$ cat src/design/stsm_pkg.sv
`timescale 1ns / 1ps
// ----------------------------------------------------------------------------
// stsm_pkg
// Types and constants shared by the suffix trie shortest-match core.
// ----------------------------------------------------------------------------
package stsm_pkg;

  // Default sizing
  localparam int NODES_DEF    = 4096;
  localparam int ALPHABET_DEF = 26;

  // Fixed field widths
  localparam int LETTER_W = 5;
  localparam int LEN_W    = 11;
  localparam int IDX_W    = 16;
  localparam int BEST_W   = 17;

  // Sentinel values
  localparam logic [LEN_W-1:0]  LEN_MAX   = '1;   // longest length, never beaten
  localparam logic [BEST_W-1:0] BEST_NONE = '1;   // -1, no word recorded

  // Request codes
  localparam logic REQ_INSERT = 1'b0;
  localparam logic REQ_QUERY  = 1'b1;

  typedef struct packed {
    logic                req_type;
    logic [LETTER_W-1:0] letter;
    logic                first_letter;
    logic                last_letter;
    logic [LEN_W-1:0]    word_len;
    logic [IDX_W-1:0]    word_index;
  } in_item_t;

  typedef struct packed {
    logic signed [BEST_W-1:0] best_index;
    logic                     pool_full;
    logic                     was_query;
  } out_item_t;

  // Controller -> datapath
  typedef struct packed {
    logic clr;      // write one zero entry of the clearing pass
    logic load;     // take the input item, issue the link read
    logic commit;   // apply the update, write back, post result
  } ctrl_cmd_t;

  // Datapath -> controller
  typedef struct packed {
    logic clr_done;     // clearing pass at its last entry
    logic item_last;    // held item ends a word
    logic out_blocked;  // output register full and stalled
  } dp_status_t;

endpackage

$ cat src/design/stsm_ctrl.sv
`timescale 1ns / 1ps
// ----------------------------------------------------------------------------
// stsm_ctrl
// Sequencer: clearing pass after reset, then load / execute per item.
// ----------------------------------------------------------------------------
module stsm_ctrl (
  input  logic                clk,
  input  logic                rst_n,
  input  logic                in_valid,
  output logic                in_stall,
  input  stsm_pkg::dp_status_t status,
  output stsm_pkg::ctrl_cmd_t  cmd
);

  typedef enum logic [1:0] {
    ST_CLEAR,
    ST_IDLE,
    ST_EXEC
  } state_t;

  state_t state_r, state_nxt;

  // next state and commands
  always_comb begin
    state_nxt  = state_r;
    cmd        = '0;
    unique case (state_r)
      ST_CLEAR: begin
        cmd.clr = 1'b1;
        if (status.clr_done) begin
          state_nxt = ST_IDLE;
        end
      end
      ST_IDLE: begin
        if (in_valid) begin
          cmd.load  = 1'b1;
          state_nxt = ST_EXEC;
        end
      end
      ST_EXEC: begin
        // a word end waits for room in the output register
        if (!(status.item_last && status.out_blocked)) begin
          cmd.commit = 1'b1;
          state_nxt  = ST_IDLE;
        end
      end
      default: state_nxt = ST_CLEAR;
    endcase
  end

  always_ff @(posedge clk) begin
    if (!rst_n) begin
      state_r <= ST_CLEAR;
    end else begin
      state_r <= state_nxt;
    end
  end

  assign in_stall = (state_r != ST_IDLE);

endmodule

$ cat config.mk
export PLATFORM = sky130hd
export DESIGN_NAME = stsm_ctrl
export DESIGN_NICKNAME = d
export VERILOG_FILES = /design/src/design/stsm_pkg.sv /design/src/design/stsm_ctrl.sv
export SDC_FILE = /design/constraint.sdc
export NUM_CORES = 1
export LEC_CHECK = 0
export BUFFER_PORTS_ARGS = -buffer_cell sky130_fd_sc_hd__buf_2
export CAP_MARGIN = 20
export CORE_AREA = 2 2 39 41
export CTS_CLUSTER_DIAMETER = 50
export DETAILED_ROUTE_END_ITERATION = 6
export DIE_AREA = 0 0 41 43
export PLACE_DENSITY = 0.3
export SYNTH_ARGS = -nofsm -noshare
export SYNTH_HDL_FRONTEND = slang
export SYNTH_SLANG_ARGS = --single-unit
$ cat constraint.sdc
create_clock -name clk -period 1.55 [get_ports clk]
set_input_delay 0.0775 -clock clk [delete_from_list [all_inputs] [get_ports clk]]
set_output_delay 0.0775 -clock clk [all_outputs]
set_load 0.01 [all_outputs]
==> metrics.md <==
| Metric | Value |
|---|---|
| Psw | `0.0500 mW` |
| Share of cells above drive strength 1 | `53.8%` |
| Post-Syn Instances | `14` |
| Maximum number of pins on one net before global-route repair | `6` |
| Status | `finished clean` |
| Gr busiest metal | `met1` |
| Post-route setup TNS | `0 ns` |
| WL/cell | `7.52 µm` |
| Cts repair resizes | `0` |
| Starting Density | `7.87%` |
| Sequential share of power | `28.6%` |
| Arrival time at the worst endpoint | `1.00 ns` |
| Power, Total | `0.209 mW` |
| Static Leak | `0.0921 nW` |
| Height of the die | `43 µm` |
| H-tree depth | `1` |
| CTS Buffer Depth | `2` |
| Max reg flops | `2` |
| Switch share | `23.9%` |
| Post-CTS setup buffers | `0` |
| Slew Viols, Final | `0` |
| Initial antenna violation count | `0` |
| Final setup fails | `0` |
| Internal Pwr Total | `0.159 mW` |
| YS warnings | `0` |
| Largest registers | `state_r x2` |
| Core area | `0.00138 mm²` |
| Routing usage on met2 | `3.44%` |
| Syn_nets | `20` |
| Ports | `10` |
| Fin crit period | `1.08 ns` |
| RSZ-0062 raised after global routing | `false` |
| Post-CTS Hold Buffers | `0` |
| Clk pwr share | `53.9%` |
| Power Density | `1060 mW/mm²` |
| Fmax | `927 MHz` |
| Worst min-delay path category | `in2reg` |
| Cell area after synthesis | `109 µm²` |
| CTS tree | `done` |
| Slew margin rel. | `86.9%` |
| Core Rows | `14` |
| Reg clk slew, reported paths | `0.03 ns` |
| First-pass DRT Iterations | `2` |
| Post-detail-place hpwl | `256 µm` |
| Syn avg cell area | `7.78 µm²` |
| Register bit total from synthesis | `2` |
| Skew-Pair Late Insertion Delay | `0.22 ns` |
| Max_cap viols | `0` |
| Initial DRC count | `11` |
| WS Path Type | `reg2out` |
| All-Layer GR Usage | `5.61%` |
| Via-per-instance ratio | `3.02` |
| Antenna fix cells | `0` |
| # port buffers | `9` |
| Via count | `127` |
| Nets | `34` |
| Skew final | `0.00402 ns` |
| Vias in the first global route | `139` |
| Die ar. | `0.00176 mm²` |
| Clk sink count | `2` |
| First-pass GRT wire length | `586 µm` |
| Worst Tran Pin Value | `0.196 ns` |
| Register area share after synthesis | `36.8%` |
| Placer Congestion | `0.538` |
| Worst vdd ir | `0.000334 V` |
| Syn-to-layout area delta | `80.5%` |
| Root buffer selected by CTS | `clkbuf_4` |
| M3 GR Usage | `5.24%` |
| Total CTS buffers | `3` |
| Setup crit start kind | `register` |
| Worst-path maximum fanout | `5` |
| Critical Path RT | `1.47 ns` |
| DRC | `0` |
| Final Hold Viols | `0` |
| Biggest register | `state_r` |
| Fin crit share | `69.6%` |
| Yosys cell types | `9` |
| WL final | `316 µm` |
| GRT overflow | `0` |
| Combinational Power Share | `17.5%` |
| Setup crit end kind | `output port` |
| Met1 Usage GRT | `8.28%` |
| Antenna Nets Post-Route | `0` |
| Die Width | `41 µm` |
cells in the final DEF, fill, tap and decap left out:
cell type and count:
nand2_1 1, nand2b_1 2, a21oi_2 1, dfxtp_1 2, buf_2 9, a211oi_1 1, clkbuf_4 3, nor2_2 1
inv_1 1, o21a_1 2, nor2_1 3
cell type report:
type / count / area (µm²)
fill: 151 / 1190
multi-input combinational: 11 / 65.1
timing repair buffer: 9 / 45.0
sequential: 2 / 40.0
clock buffer: 3 / 22.5
tap: 16 / 20.0
inverter: 1 / 3.75
logic make-up after synthesis:
| family | Yosys count | share of synthesized area [%] |
|---|---|---|
| simple gates | 7 | 31.0 |
| compound gates | 4 | 28.7 |
| flops | 2 | 36.8 |
| buf+inv | 1 | 3.44 |
power by group through the flow:
stage               combinational (mW)  clock (mW)  sequential [mW]
floorplan                       0.0191           0           0.0595
finish                          0.0366       0.113           0.0598
detailed placement              0.0368           0           0.0606
CTS                             0.0368       0.122           0.0598
global route                    0.0414       0.130           0.0611
global placement                0.0368           0           0.0605
metal layers:
layer  wire length, µm  part of all wire [%]
met5                 0                     0
met4                 0                     0
met3                63                    20
met2                78                    25
met1               174                    55
synthesized netlist by cell type:
| master | number | area share, % |
|---|---|---|
| nand2_1 | 1 | 3.4 |
| nor2_1 | 3 | 10 |
| dfxtp_1 | 2 | 37 |
| a211oi_1 | 1 | 6.9 |
| a21oi_2 | 1 | 8.0 |
| o21a_1 | 2 | 14 |
| inv_1 | 1 | 3.4 |
| nor2_2 | 1 | 5.8 |
| nand2b_1 | 2 | 11 |
metrics by stage:
step / setup WS (ns) / hold slack (ns) / area [µm²] / instances / utilization [%]
after global routing: 0.370 / 0.0816 / 196 / 42 / 14.2
after CTS: 0.460 / 0.0737 / 196 / 42 / 14.2
after global placement: 0.682 / 0.315 / 174 / 39 / 12.6
after detailed placement: 0.689 / 0.306 / 174 / 39 / 12.6
after floorplan: 0.667 / 0.195 / 109 / 14 / -
final: 0.471 / 0.0813 / 196 / 42 / 14.2
worst max-delay path, cell delays in order, from the launching register on:
cell and delay, ns:
dfxtp_1 0.33, nand2b_1 0.17, a21oi_2 0.13, buf_2 0.15
worst paths after layout:
path              startpoint          to  slack [ns]  depth (start not counted)
hold reg to reg   state_r[1]  state_r[0]        0.63                          2
setup reg to reg  state_r[1]  state_r[1]        0.69                          3
hold / removal         rst_n  state_r[0]        0.08                          2
setup / recovery  state_r[0]      cmd[0]        0.47                          3
Note: power is estimated with default switching activity, not from simulation.
